[src/rtl/core/wpm_pkg.sv]
`timescale 1ns / 1ps

package wpm_pkg;

	// pattern capacity and derived widths
	localparam int MAX_PATTERN = 64;
	localparam int LEN_W       = $clog2(MAX_PATTERN + 1);

	// special pattern bytes
	localparam logic [7:0] STAR_BYTE = 8'd42;
	localparam logic [7:0] ANY_BYTE  = 8'd63;

	// command codes on the input channel
	typedef enum logic [1:0] {
		CMD_CLEAR  = 2'd0,
		CMD_APPEND = 2'd1,
		CMD_TEXT   = 2'd2,
		CMD_END    = 2'd3
	} cmd_t;

	// control broadcast from the top level to every cell
	typedef struct packed {
		logic             clear;
		logic             arm;
		logic             advance;
		logic             store;
		logic [7:0]       symbol;
		logic [LEN_W-1:0] length;
	} cell_ctl_t;

endpackage

[src/rtl/core/wpm_cell.sv]
`timescale 1ns / 1ps

module wpm_cell
	import wpm_pkg::*;
(
	input  logic             clk,
	input  logic             arst_n,
	input  cell_ctl_t        ctl,
	input  logic [LEN_W-1:0] index,
	input  logic             left_col,
	input  logic             left_cand,
	output logic             col,
	output logic             cand,
	output logic             hit_term
);

	logic [7:0] pat_q;
	logic       col_q;
	logic       active;
	logic       last;
	logic       first;
	logic       wr;
	logic       is_star;
	logic       byte_ok;
	logic       next_adv;
	logic       arm_val;

	// position of this cell against the stored pattern length
	assign active = (index <= ctl.length);
	assign last   = (index == ctl.length);
	assign first  = (index == LEN_W'(1));
	assign wr     = ctl.store && (index == ctl.length + LEN_W'(1));

	// compare of the stored byte against the text byte
	assign is_star = (pat_q == STAR_BYTE);
	assign byte_ok = (pat_q == ANY_BYTE) || (pat_q == ctl.symbol);
	assign cand    = byte_ok && left_col;

	// stars never sit next to each other, so the left candidate is the left result
	always_comb begin
		if (!active) begin
			next_adv = 1'b0;
		end else if (is_star) begin
			next_adv = col_q || left_cand;
		end else begin
			next_adv = cand;
		end
	end

	// re-armed column: only a leading star extends the empty-prefix match
	always_comb begin
		if (!first || ctl.clear) begin
			arm_val = 1'b0;
		end else if (wr) begin
			arm_val = (ctl.symbol == STAR_BYTE);
		end else begin
			arm_val = active && is_star;
		end
	end

	// pattern byte of this position
	always_ff @(posedge clk) begin
		if (wr) begin
			pat_q <= ctl.symbol;
		end
	end

	// match bit of this position
	always_ff @(posedge clk or negedge arst_n) begin
		if (!arst_n) begin
			col_q <= 1'b0;
		end else if (ctl.arm) begin
			col_q <= arm_val;
		end else if (ctl.advance) begin
			col_q <= next_adv;
		end
	end

	assign col      = col_q;
	assign hit_term = last && col_q;

endmodule

[src/rtl/core/wildcard_pattern_matcher_top.sv]
`timescale 1ns / 1ps
// channel | handshake            | payload
// --------+----------------------+---------------------------------
// input   | in_valid / in_stall  | command[1:0], symbol[7:0]
// output  | out_valid / out_stall| matched, pattern_overflow
//
// An item can be accepted on every clock while the input is not stalled.
// The match column lives in a chain of 64 cells, one per pattern position,
// each updating its bit from its left neighbor in the same cycle.
// Only end of text gives a transfer on the output; it is held in one
// output register, and input stalls only while that register is full and stalled.
// Reset empties the pattern and arms the column; no clearing pass is needed.

module wildcard_pattern_matcher_top
	import wpm_pkg::*;
(
	input  logic       clk,
	input  logic       arst_n,
	input  logic       in_valid,
	output logic       in_stall,
	input  logic [1:0] command,
	input  logic [7:0] symbol,
	output logic       out_valid,
	input  logic       out_stall,
	output logic       matched,
	output logic       pattern_overflow
);

	logic [LEN_W-1:0]       len_q;
	logic                   prev_star_q;
	logic                   ovf_q;
	logic                   col0_q;
	logic                   out_valid_q;
	logic                   matched_q;
	logic                   ovf_out_q;
	logic                   accept;
	logic                   sym_star;
	logic                   collapse;
	logic                   full;
	logic                   hit;
	cmd_t                   cmd;
	cell_ctl_t              ctl;
	logic [MAX_PATTERN:0]   col_chain;
	logic [MAX_PATTERN:0]   cand_chain;
	logic [MAX_PATTERN-1:0] hit_terms;

	assign in_stall = out_valid_q && out_stall;
	assign accept   = in_valid && !in_stall;
	assign cmd      = cmd_t'(command);
	assign sym_star = (symbol == STAR_BYTE);
	assign collapse = sym_star && prev_star_q;
	assign full     = (len_q == LEN_W'(MAX_PATTERN));

	// command decode into the cell broadcast
	always_comb begin
		ctl         = '0;
		ctl.symbol  = symbol;
		ctl.length  = len_q;
		if (accept) begin
			unique case (cmd)
				CMD_CLEAR: begin
					ctl.clear = 1'b1;
					ctl.arm   = 1'b1;
				end
				CMD_APPEND: begin
					ctl.arm   = !collapse;
					ctl.store = !collapse && !full;
				end
				CMD_TEXT: begin
					ctl.advance = 1'b1;
				end
				CMD_END: begin
					ctl.arm = 1'b1;
				end
				default: begin
					ctl.arm = 1'b0;
				end
			endcase
		end
	end

	// pattern length, star tracking and overflow
	always_ff @(posedge clk or negedge arst_n) begin
		if (!arst_n) begin
			len_q       <= '0;
			prev_star_q <= 1'b0;
			ovf_q       <= 1'b0;
		end else if (accept) begin
			if (cmd == CMD_CLEAR) begin
				len_q       <= '0;
				prev_star_q <= 1'b0;
				ovf_q       <= 1'b0;
			end else if (cmd == CMD_APPEND && !collapse) begin
				if (full) begin
					ovf_q <= 1'b1;
				end else begin
					len_q <= len_q + LEN_W'(1);
				end
				prev_star_q <= sym_star;
			end
		end
	end

	// empty-prefix entry of the column
	always_ff @(posedge clk or negedge arst_n) begin
		if (!arst_n) begin
			col0_q <= 1'b1;
		end else if (ctl.arm) begin
			col0_q <= 1'b1;
		end else if (ctl.advance) begin
			col0_q <= 1'b0;
		end
	end

	assign col_chain[0]  = col0_q;
	assign cand_chain[0] = 1'b0;

	// chain of match cells
	for (genvar i = 0; i < MAX_PATTERN; i++) begin : g_cell
		wpm_cell u_cell (
			.clk       (clk),
			.arst_n    (arst_n),
			.ctl       (ctl),
			.index     (LEN_W'(i + 1)),
			.left_col  (col_chain[i]),
			.left_cand (cand_chain[i]),
			.col       (col_chain[i + 1]),
			.cand      (cand_chain[i + 1]),
			.hit_term  (hit_terms[i])
		);
	end

	// match bit at the pattern length
	assign hit = (len_q == '0) ? col0_q : (|hit_terms);

	// output register
	always_ff @(posedge clk or negedge arst_n) begin
		if (!arst_n) begin
			out_valid_q <= 1'b0;
		end else if (accept && cmd == CMD_END) begin
			out_valid_q <= 1'b1;
		end else if (!out_stall) begin
			out_valid_q <= 1'b0;
		end
	end

	always_ff @(posedge clk) begin
		if (accept && cmd == CMD_END) begin
			matched_q <= hit && !ovf_q;
			ovf_out_q <= ovf_q;
		end
	end

	assign out_valid        = out_valid_q;
	assign matched          = matched_q;
	assign pattern_overflow = ovf_out_q;

`ifndef SYNTH
	// overflow only happens with a full pattern
	a_ovf_full: assert property (@(posedge clk) disable iff (!arst_n)
		ovf_q |-> (len_q == LEN_W'(MAX_PATTERN)))
		else $error("overflow flag set with room left");

	// a clear transfer empties the pattern and drops overflow
	a_clear: assert property (@(posedge clk) disable iff (!arst_n)
		(accept && cmd == CMD_CLEAR) |=> (len_q == '0 && !ovf_q && !prev_star_q))
		else $error("clear did not empty the pattern");

	// a remembered star implies something was appended
	a_star_len: assert property (@(posedge clk) disable iff (!arst_n)
		prev_star_q |-> (len_q != '0))
		else $error("star remembered with an empty pattern");

	// end of text always produces a result
	a_end_result: assert property (@(posedge clk) disable iff (!arst_n)
		(accept && cmd == CMD_END) |=> out_valid_q)
		else $error("end of text gave no result");

	// a reported match never comes with overflow
	a_match_ovf: assert property (@(posedge clk) disable iff (!arst_n)
		out_valid_q |-> !(matched_q && ovf_out_q))
		else $error("match reported with overflow");
`endif

endmodule
[config.mk]
export PLATFORM = sky130hd
export DESIGN_NAME = wildcard_pattern_matcher_top
export DESIGN_NICKNAME = d
export VERILOG_FILES = /design/src/rtl/core/wpm_pkg.sv /design/src/rtl/core/wpm_cell.sv /design/src/rtl/core/wildcard_pattern_matcher_top.sv
export SDC_FILE = /design/constraint.sdc
export NUM_CORES = 1
export LEC_CHECK = 0
export BUFFER_PORTS_ARGS = -buffer_cell sky130_fd_sc_hd__buf_4
export CAP_MARGIN = 10
export CELL_PAD_IN_SITES_DETAIL_PLACEMENT = 2
export CELL_PAD_IN_SITES_GLOBAL_PLACEMENT = 2
export CORE_MARGIN = 5
export CORE_UTILIZATION = 48
export DETAILED_ROUTE_END_ITERATION = 16
export GPL_TIMING_DRIVEN = 0
export PLACE_DENSITY = 0.81
export SYNTH_ARGS = -nofsm -noshare
export SYNTH_HDL_FRONTEND = slang
export SYNTH_SLANG_ARGS = --single-unit
[constraint.sdc]
create_clock -name clk -period 6.25 [get_ports clk]
set_input_delay 0.3125 -clock clk [delete_from_list [all_inputs] [get_ports clk]]
set_output_delay 0.3125 -clock clk [all_outputs]
set_load 0.02 [all_outputs]
==> results.sh, run 1 <==
export IMPL_status="completed"
export IMPL_critical_path_endpoint="g_cell[26].u_cell.pat_q[4]"
export IMPL_syn_area_per_cell_um2=12.1
export IMPL_cp_start_kind="flip-flop"
export IMPL_clock_skew_ns=0.0330
export IMPL_grt_pass1_vias=25500
export IMPL_internal_power_uw=6810
export IMPL_firstDrtPassIters=6
export IMPL_cp_depth=10
export IMPL_ant_nets=0
export IMPL_fmax_ghz=0.206
export IMPL_p_sw_uw=2520
export IMPL_power_density_mw_per_mm2=285
export IMPL_grt_pass1_wl_um=195000
export IMPL_wl_met2_um=63500
export IMPL_clockRootBuffer="clkbuf_16"
export IMPL_maxCapViolations=0
export IMPL_setup_tns_ns=0
export IMPL_wl_met3_um=13000
export IMPL_cts_buffers=67
export IMPL_swShare=0.270
export IMPL_max_slew_margin=0.102
export IMPL_setup_worst_path_start="len_q[0]"
export IMPL_cp_required_ns=6.50
export IMPL_netlist_top_cells_area="edfxtp_1 52%, xnor2_1 15%, dfrtp_1 6.3%"
export IMPL_critical_path_arrival_ns=5.10
export IMPL_synth_edf_count=514
export IMPL_synth_common_cells="514 x edfxtp_1, 498 x xnor2_1, 213 x nor2_1"
export IMPL_rrSetupSlack_ns=1.40
export IMPL_multiInputGateArea_mm2=0.0115
export IMPL_ys_warn_count=0
export IMPL_async_flop_share=0.127
export IMPL_gp_congestion=1.03
export IMPL_post_place_ws_ns=1.77
export IMPL_cts_sinks=589
export IMPL_synth_top_area_frac=0.523
export IMPL_setup_worst_path_class="reg2reg"
export IMPL_die_h_um=258
export IMPL_viasPerCell=7.01
export IMPL_synthCells=2438
export IMPL_whs_path_depth=3
export IMPL_power_uw=9330
export IMPL_final_layout_size_suffix_gt1_frac=0.0845
export IMPL_routed_top_layer="met5"
export IMPL_worst_hold_slack_ns=0.0983
export IMPL_dp_hpwl_um=89000
export IMPL_overflow=0
export IMPL_netlist_area_mm2=0.0295
export IMPL_slowest_delay_ns=1.07
export IMPL_power_leakage_uw=0.0102
export IMPL_ir_drop_mv=0.285
export IMPL_crit_buf_inv=4
export IMPL_finalHoldViolations=0
export IMPL_period_needed_ns=4.85
export IMPL_vias=23600
export IMPL_port_buffers=17
export IMPL_path_delay_family="simple AND/OR/NAND/NOR gates"
export IMPL_cp_common_cell="clkbuf_1"
export IMPL_drt_iter0_markers=2935
export IMPL_insertion_delay_ns=0.64
export IMPL_cts_clk_slew_worst_paths_ns=0.06
export IMPL_rsz0062_at_grt="false"
export IMPL_comb_power_share=0.094
export IMPL_grt_start_max_net_pins=76
export IMPL_reg2reg_from="len_q[0]"
export IMPL_hp_class="in2reg"
export IMPL_core_area_mm2=0.0606
export IMPL_die_w_um=258
export IMPL_antenna_found_initial=11
export IMPL_crit_chain="clkbuf_1 > inv_1 > ha_1 > nor2b_1 > and4_1 > clkbuf_1 > nor2_2 > buf_2 > nand3_1 > nor2_1"
export IMPL_cp_slowest_cell="nor2_1"
export IMPL_yosysSeqAreaShare=0.587
export IMPL_worst_slew_pin_transition_ns=1.34
export IMPL_worstPathMaxFanout=10
export IMPL_synth_ff_type="edfxtp_1"
export IMPL_power_frac_clock=0.425
export IMPL_rr_worst_depth=10
export IMPL_critPathCaptureType="flip-flop"
export IMPL_post_drt_wl_per_cell_um=41.1
export IMPL_pwr_share_seq=0.481
export IMPL_grt_usage=0.407
export IMPL_final_nets=2553
export IMPL_cts_setup_buffers=0
export IMPL_cts_max_path_buffers=3
export IMPL_tritoncts="done"
export IMPL_remaining_drc_errors=0
export IMPL_initial_core_util=0.487
export IMPL_period_share=0.776
export IMPL_regArea_mm2=0.0173
export IMPL_n_fill_cell=5712
export IMPL_setup_violations=0
export IMPL_area_growth_pct=11.1
export IMPL_rows=90
export IMPL_regToRegEndpoint="g_cell[26].u_cell.pat_q[4]"
export IMPL_synth_area_leader_cell="edfxtp_1"
export IMPL_yosysMostFrequentCell="edfxtp_1"
export IMPL_cts_resized=0
export IMPL_synth_seq_cells=589
export IMPL_setup_slack_ns=1.40
export IMPL_die_area_mm2=0.0665
export IMPL_synth_nets=2462
export IMPL_wl_met1_um=50700
export IMPL_routed_wl_um=138000
export IMPL_ios=18
export IMPL_htreeDepth=3
export IMPL_final_max_slew_violation_count=0
export IMPL_yosysUniqueCellTypes=84
[cell usage in the layout (no fill, tap or decap), types with 24 or more instances in the layout]
cell       count
xnor2_1      498
o21a_1        28
edfxtp_1     514
nand2_1       81
clkbuf_16     68
nor2_1       213
nand4_1      160
nor4bb_1      30
and3_1        38
buf_2         72
nor4_1        42
a21oi_1       94
inv_1         24
o21ai_0      110
nand3_1      116
dfrtp_1       74
clkbuf_1      62
[how the worst min path moves through the flow]
| stage | start | end | slack, ns |
|---|---|---|---|
| after detailed placement | g_cell[6].u_cell.col | g_cell[6].u_cell.col | 0.54 |
| after CTS | out_stall | out_valid | 0.07 |
| after global placement | g_cell[6].u_cell.col | g_cell[6].u_cell.col | 0.55 |
| after floorplan | arst_n | g_cell[0].u_cell.col | 0.02 |
| after global routing | out_stall | out_valid | 0.09 |
| final | out_stall | out_valid | 0.1 |
[per-stage QoR]
stage | cells | area, um2 | utilization
6_report | 3368 | 32800 | 0.541
5_1_grt | 3363 | 32700 | 0.541
3_5_place_dp | 3239 | 30600 | 0.506
2_1_floorplan | 2438 | 29500 | -
3_3_place_gp | 3237 | 30600 | 0.505
4_1_cts | 3361 | 32700 | 0.540
[final cells by class]
type,instances,share of cell area
flip-flops and latches,589,0.528
multi-input cells,1704,0.352
clock buffers,94,0.0564
well taps,782,0.0299
plain buffers,120,0.0173
clock inverters,27,0.00756
repair buffers,22,0.00527
inverters,25,0.00286
diodes,5,0.000382
[what timing repair did]
item / 4_1_cts / 5_1_grt
endpoints found under the setup margin: 0 / 0
hold endpoints to repair: 74 / 0
hold buffers: 1 / 0
[cell families after synthesis]
group / count (synthesis) / share of synthesized area
AND/OR/NAND/NOR: 772 / 0.140
flip-flops: 589 / 0.587
XOR/XNOR: 514 / 0.153
AO/OA/AOI/OAI: 397 / 0.0902
buffers and inverters: 145 / 0.0224
multiplexers: 11 / 0.00403
adder cells (fa/ha/maj): 10 / 0.00424
[power groups by stage]
stage	logic [uW]	registers [uW]	clock network (uW)
after floorplan	456	4480	0
after detailed placement	826	4550	0
final	879	4490	3960
after global placement	793	4550	0
after CTS	852	4470	3950
after global routing	898	4480	4130
[registers in the layout, indices dropped and copies added (netlist names)]
| signal | count |
|---|---|
| prev_star_q | 1 |
| len_q | 7 |
| pattern_overflow | 1 |
| g_cell.u_cell.col | 64 |
| g_cell.u_cell.pat_q | 512 |
| col0_q | 1 |
| out_valid | 1 |
| matched | 1 |
| ovf_q | 1 |
[routing by layer]
metal  vias up  GRT usage
li1       9327          -
met1     12200      0.499
met2      1529      0.651
met3       526     0.0937
met4         2      0.258
met5         -          0
[tightest hold or removal path: stages]
cell and delay, ns:
buf_4 0.09, and2_1 0.15, or2_2 0.12
(Power assumes the default switching activity.)
==> inputs of run 2 (changes only) <==
--- a/config.mk
+++ b/config.mk
@@ -10,10 +10,10 @@
 export CELL_PAD_IN_SITES_DETAIL_PLACEMENT = 2
 export CELL_PAD_IN_SITES_GLOBAL_PLACEMENT = 2
 export CORE_MARGIN = 5
-export CORE_UTILIZATION = 48
+export CORE_UTILIZATION = 45
 export DETAILED_ROUTE_END_ITERATION = 16
 export GPL_TIMING_DRIVEN = 0
-export PLACE_DENSITY = 0.81
+export PLACE_DENSITY = 0.76
 export SYNTH_ARGS = -nofsm -noshare
 export SYNTH_HDL_FRONTEND = slang
 export SYNTH_SLANG_ARGS = --single-unit
==> constraint.sdc (replaced) <==
create_clock -name clk -period 4.57 [get_ports clk]
set_input_delay 0.2285 -clock clk [delete_from_list [all_inputs] [get_ports clk]]
set_output_delay 0.2285 -clock clk [all_outputs]
set_load 0.02 [all_outputs]
==> run 2 against run 1 <==
Effect of this change: power up 36%; core utilization down 3.1 points; combinational power up 33%; register-to-register slack worse by 1.3 ns; sequential cell count unchanged; cell area up 0.61%; worst hold slack worse by 0.069 ns; critical path depth down 3; non-clock buffer count up 5; sequential share of layout area down 0.32 points; final cell count up 2.1%; largest cell class unchanged.
==> results.sh, run 2 (synthesized netlist as in run 1, its figures left out) <==
export IMPL_initial_core_util=0.456
export IMPL_viasPerCell=6.53
export IMPL_maxCapViolations=0
export IMPL_setup_worst_path_class="reg2reg"
export IMPL_layout_commonest_cell="edfxtp_1"
export IMPL_grt_usage=0.360
export IMPL_whs_path_depth=3
export IMPL_top_register="g_cell.u_cell.pat_q"
export IMPL_path_delay_family="simple AND/OR/NAND/NOR gates"
export IMPL_hp_class="in2reg"
export IMPL_grt_pass1_vias=24400
export IMPL_hp_start="out_stall"
export IMPL_max_slew_margin=0.102
export IMPL_cp_start_kind="flip-flop"
export IMPL_vias=22500
export IMPL_cp_common_cell="clkbuf_1"
export IMPL_whs_endpoint="out_valid"
export IMPL_worst_slew_pin_transition_ns=1.33
export IMPL_pwr_share_seq=0.484
export IMPL_grt_pass1_wl_um=182000
export IMPL_setup_violations=0
export IMPL_die_h_um=266
export IMPL_power_density_mw_per_mm2=385
export IMPL_remaining_drc_errors=0
export IMPL_comb_power_share=0.092
export IMPL_ant_nets=0
export IMPL_cts_max_path_buffers=3
export IMPL_antenna_found_initial=5
export IMPL_ir_drop_mv=0.379
export IMPL_internal_power_uw=9480
export IMPL_p_sw_uw=3210
export IMPL_cts_buffers=67
export IMPL_post_drt_wl_per_cell_um=37.7
export IMPL_insertion_delay_ns=0.61
export IMPL_reg2reg_from="len_q[0]"
export IMPL_finalHoldViolations=0
export IMPL_power_frac_clock=0.424
export IMPL_period_needed_ns=4.51
export IMPL_tritoncts="done"
export IMPL_gp_congestion=0.994
export IMPL_routed_wl_um=130000
export IMPL_die_area_mm2=0.0708
export IMPL_clockRootBuffer="clkbuf_16"
export IMPL_cp_slowest_cell="nand3_1"
export IMPL_fmax_ghz=0.222
export IMPL_power_leakage_uw=0.0102
export IMPL_final_nets=2558
export IMPL_ios=18
export IMPL_rr_worst_depth=7
export IMPL_final_cell_mix="514 x edfxtp_1, 498 x xnor2_1, 208 x nor2_1, 160 x nand4_1, 116 x nand3_1"
export IMPL_critPathCaptureType="flip-flop"
export IMPL_die_w_um=266
export IMPL_area_growth_pct=11.7
export IMPL_largest_reg_flops=512
export IMPL_final_util=0.509
export IMPL_worstPathMaxFanout=10
export IMPL_status="completed"
export IMPL_crit_chain="clkbuf_1 > inv_1 > ha_1 > clkbuf_1 > clkbuf_1 > nand3_1 > nor2_1"
export IMPL_htreeDepth=3
export IMPL_drt_iter0_markers=2244
export IMPL_port_buffers=17
export IMPL_overflow=0
export IMPL_rsz0062_at_grt="true"
export IMPL_clock_skew_ns=0.0216
export IMPL_regToRegEndpoint="g_cell[6].u_cell.pat_q[1]"
export IMPL_firstDrtPassIters=6
export IMPL_power_uw=12700
export IMPL_swShare=0.253
export IMPL_cts_clk_slew_worst_paths_ns=0.06
export IMPL_slowest_delay_ns=0.88
export IMPL_rows=93
export IMPL_critical_path_arrival_ns=4.74
export IMPL_cts_sinks=589
export IMPL_core_area_mm2=0.0647
export IMPL_rrSetupSlack_ns=0.06
export IMPL_dp_hpwl_um=89000
export IMPL_crit_buf_inv=4
export IMPL_final_max_slew_violation_count=0
export IMPL_final_layout_size_suffix_gt1_frac=0.0876
export IMPL_period_share=0.987
export IMPL_grt_start_max_net_pins=76
export IMPL_cp_required_ns=4.80
-- run 2: cell types whose count changed in the layout (fill, tap and decap cells not counted), moves of 3 or more --
cell / previous run / this run
buf_4: 18 / 25
nor2_1: 213 / 208
nor2_2: 1 / 6
clkbuf_8: 5 / 1
clkinv_1: 6 / 10
bufinv_16: 3 / 6
clkbuf_1: 62 / 59
clkbuf_16: 68 / 71
nor4_1: 42 / 39
nor4_2: 0 / 3
-- run 2: layout make-up --
class                   instances  area, um2
plain buffers                 120        566
repair buffers                 27        213
inverters                      25       93.8
multi-input cells            1704      11600
well taps                     855       1070
fillers                      6179      31700
clock inverters                26        274
clock buffers                  90       1860
diodes                          4       10.0
flip-flops and latches        589      17300
-- run 2: metal layers --
metal	GRT usage	routed length, um
met4	0.181	7700
met3	0.0689	9540
met1	0.457	51300
met5	0	7
met2	0.593	61100
-- run 2: worst max path at each step --
stage	start	endpoint	slack [ns]	depth (start not counted)
2_1_floorplan	len_q[0]	g_cell[63].u_cell.pat_q[0]	1.60	9
3_3_place_gp	symbol[3]	g_cell[55].u_cell.col	0.11	9
3_5_place_dp	len_q[0]	g_cell[10].u_cell.pat_q[1]	0.16	7
4_1_cts	len_q[0]	g_cell[10].u_cell.pat_q[6]	0.13	7
5_1_grt	len_q[0]	g_cell[60].u_cell.pat_q[0]	-0.02	10
6_report	len_q[0]	g_cell[6].u_cell.pat_q[1]	0.06	7
-- run 2: timing repair --
action / CTS / global route
gates resized for setup: 0 / 5
endpoints found under the setup margin: 0 / 48
endpoints found under the hold margin: 74 / 0
hold buffers: 1 / 0
buffers inserted: 0 / 0
-- run 2: power groups by stage --
stage               sequential, uW  combinational, uW  clock [uW]
finish                        6140               1170        5380
global route                  6130               1210        5700
CTS                           6130               1150        5440
detailed placement            6230               1130           0
global placement              6230               1100           0
floorplan                     6120                623           0
-- run 2: per-stage QoR --
| step | setup TNS, ns | worst slack [ns] | std cells | cell area (um2) | hold slack, ns |
|---|---|---|---|---|---|
| after floorplan | 0 | 1.60 | 2438 | 29500 | -0.0671 |
| after global placement | 0 | 0.108 | 3310 | 30700 | 0.508 |
| after detailed placement | 0 | 0.158 | 3318 | 30800 | 0.496 |
| after CTS | 0 | 0.128 | 3435 | 32900 | 0.0103 |
| after global routing | -0.370 | -0.0243 | 3436 | 32900 | 0.0413 |
| final | 0 | 0.0593 | 3440 | 33000 | 0.0294 |
-- run 2: worst min-delay path, cell delays in order --
cell	delay, ns
buf_4	0.10
and2_1	0.16
or2_2	0.11
==> inputs of run 3 (changes only) <==
--- a/config.mk
+++ b/config.mk
@@ -7,13 +7,11 @@
 export LEC_CHECK = 0
 export BUFFER_PORTS_ARGS = -buffer_cell sky130_fd_sc_hd__buf_4
 export CAP_MARGIN = 10
-export CELL_PAD_IN_SITES_DETAIL_PLACEMENT = 2
-export CELL_PAD_IN_SITES_GLOBAL_PLACEMENT = 2
 export CORE_MARGIN = 5
-export CORE_UTILIZATION = 45
+export CORE_UTILIZATION = 55
 export DETAILED_ROUTE_END_ITERATION = 16
 export GPL_TIMING_DRIVEN = 0
-export PLACE_DENSITY = 0.76
+export PLACE_DENSITY = 0.67
 export SYNTH_ARGS = -nofsm -noshare
 export SYNTH_HDL_FRONTEND = slang
 export SYNTH_SLANG_ARGS = --single-unit
==> run 3 against run 2 <==
Effect of this change: count of clock-buffer cells in the layout down 12; cell area down 0.84%; worst hold slack improved by 0.044 ns; combinational power fell by 6%.
==> results.sh, run 3 (synthesized netlist as in run 1, its figures left out) <==
export IMPL_crit_buf_inv=4
export IMPL_status="completed"
export IMPL_grt_usage=0.346
export IMPL_insertion_delay_ns=0.65
export IMPL_final_nets=2549
export IMPL_cp_start_kind="flip-flop"
export IMPL_fin_cells=3261
export IMPL_ant_nets=0
export IMPL_cts_resized=0
export IMPL_clock_skew_ns=0.0173
export IMPL_firstDrtPassIters=6
export IMPL_fmax_ghz=0.224
export IMPL_cts_setup_buffers=0
export IMPL_critical_path_arrival_ns=4.73
export IMPL_reg2reg_from="len_q[0]"
export IMPL_clockRootBuffer="clkbuf_16"
export IMPL_worst_hold_slack_ns=0.0734
export IMPL_regToRegEndpoint="g_cell[44].u_cell.pat_q[7]"
export IMPL_power_density_mw_per_mm2=383
export IMPL_cts_max_path_buffers=3
export IMPL_largest_reg_flops=512
export IMPL_top_register="g_cell.u_cell.pat_q"
export IMPL_remaining_drc_errors=0
export IMPL_post_drt_wl_per_cell_um=32.1
export IMPL_hp_class="in2reg"
export IMPL_final_cell_mix="514 x edfxtp_1, 498 x xnor2_1, 213 x nor2_1, 160 x nand4_1, 116 x nand3_1"
export IMPL_vias=22100
export IMPL_cp_common_cell="clkbuf_1"
export IMPL_rows=84
export IMPL_die_area_mm2=0.0584
export IMPL_slowest_delay_ns=0.85
export IMPL_die_w_um=242
export IMPL_cts_clk_slew_worst_paths_ns=0.07
export IMPL_layout_commonest_cell="edfxtp_1"
export IMPL_area_growth_pct=10.8
export IMPL_whs_path_depth=3
export IMPL_rsz0062_at_grt="true"
export IMPL_rrSetupSlack_ns=0.11
export IMPL_placed_area_mm2=0.0305
export IMPL_initial_core_util=0.558
export IMPL_port_buffers=17
export IMPL_max_slew_margin=0.0783
export IMPL_grt_pass1_vias=21000
export IMPL_maxCapViolations=0
export IMPL_stdcell_area_mm2=0.0327
export IMPL_ios=18
export IMPL_ir_drop_mv=0.359
export IMPL_path_delay_family="buffers and inverters"
export IMPL_grt_pass1_wl_um=148000
export IMPL_final_layout_size_suffix_gt1_frac=0.0848
export IMPL_placed_cells=3149
export IMPL_cts_buffers=60
export IMPL_critPathCaptureType="flip-flop"
export IMPL_final_util=0.618
export IMPL_htreeDepth=2
export IMPL_gp_congestion=1.10
export IMPL_whs_endpoint="ovf_q"
export IMPL_die_h_um=242
export IMPL_period_share=0.975
export IMPL_antenna_found_initial=5
export IMPL_period_needed_ns=4.46
export IMPL_final_max_slew_violation_count=0
export IMPL_cp_slowest_cell="nand3_1"
export IMPL_setup_worst_path_class="reg2reg"
export IMPL_hp_start="in_valid"
export IMPL_viasPerCell=6.76
export IMPL_setup_violations=0
export IMPL_power_leakage_uw=0.0102
export IMPL_worstPathMaxFanout=10
export IMPL_finalHoldViolations=0
export IMPL_power_uw=12500
export IMPL_core_area_mm2=0.0529
export IMPL_worst_slew_pin_transition_ns=1.38
export IMPL_cts_sinks=589
export IMPL_routed_wl_um=105000
export IMPL_dp_hpwl_um=70900
export IMPL_drt_iter0_markers=2721
export IMPL_crit_chain="clkbuf_1 > inv_1 > ha_1 > clkbuf_1 > clkbuf_1 > nand3_1 > nor2_1"
export IMPL_overflow=0
export IMPL_tritoncts="done"
export IMPL_cp_required_ns=4.85
export IMPL_grt_start_max_net_pins=76
export IMPL_rr_worst_depth=7
-- run 3: where the power goes --
| part | switching [uW] | internal [uW] | leakage (uW) |
|---|---|---|---|
| sequential | 174 | 5950 | 0.00561 |
| combinational | 749 | 348 | 0.00358 |
| clock | 2110 | 3200 | 0.00104 |
-- run 3: tightest hold or removal path: stages --
cell      delay, ns
buf_4          0.11
a21boi_1       0.17
a21oi_1        0.15
-- run 3: per-layer routing --
layer	global-route usage	share of wire	vias to the layer above
li1	-	-	9303
met1	0.488	0.40	11000
met2	0.510	0.43	1413
met3	0.0799	0.12	298
met4	0.172	0.058	2
met5	0	0.000095	-
-- run 3: worst max path at each step --
stage	start	end	slack, ns	depth (start not counted)
after global routing	len_q[0]	g_cell[44].u_cell.pat_q[3]	-0.07	10
after detailed placement	len_q[0]	g_cell[44].u_cell.pat_q[7]	0.31	10
after floorplan	len_q[0]	g_cell[63].u_cell.pat_q[0]	1.60	9
after CTS	len_q[0]	g_cell[12].u_cell.pat_q[7]	0.28	10
final	len_q[0]	g_cell[44].u_cell.pat_q[7]	0.11	7
after global placement	len_q[0]	g_cell[63].u_cell.pat_q[7]	0.22	9
-- run 3: repair_timing --
item,in CTS,in global routing
hold buffers,2,0
endpoints found under the hold margin,76,0
endpoints found under the setup margin,0,32
-- run 3: final cells by class --
cell class | instances | area [um2]
Timing Repair Buffer | 25 | 191
Buffer | 120 | 566
Sequential cell | 589 | 17300
Inverter | 25 | 93.8
Clock buffer | 78 | 1630
Tap cell | 688 | 861
Fill cell | 4103 | 20200
Multi-Input combinational cell | 1704 | 11500
Clock inverter | 31 | 490
Antenna cell | 1 | 2.50
-- run 3: stage by stage --
step,worst slack (ns),TNS (ns)
3_5_place_dp,0.306,0
4_1_cts,0.284,0
5_1_grt,-0.0700,-1.40
6_report,0.114,0
3_3_place_gp,0.225,0
2_1_floorplan,1.60,0
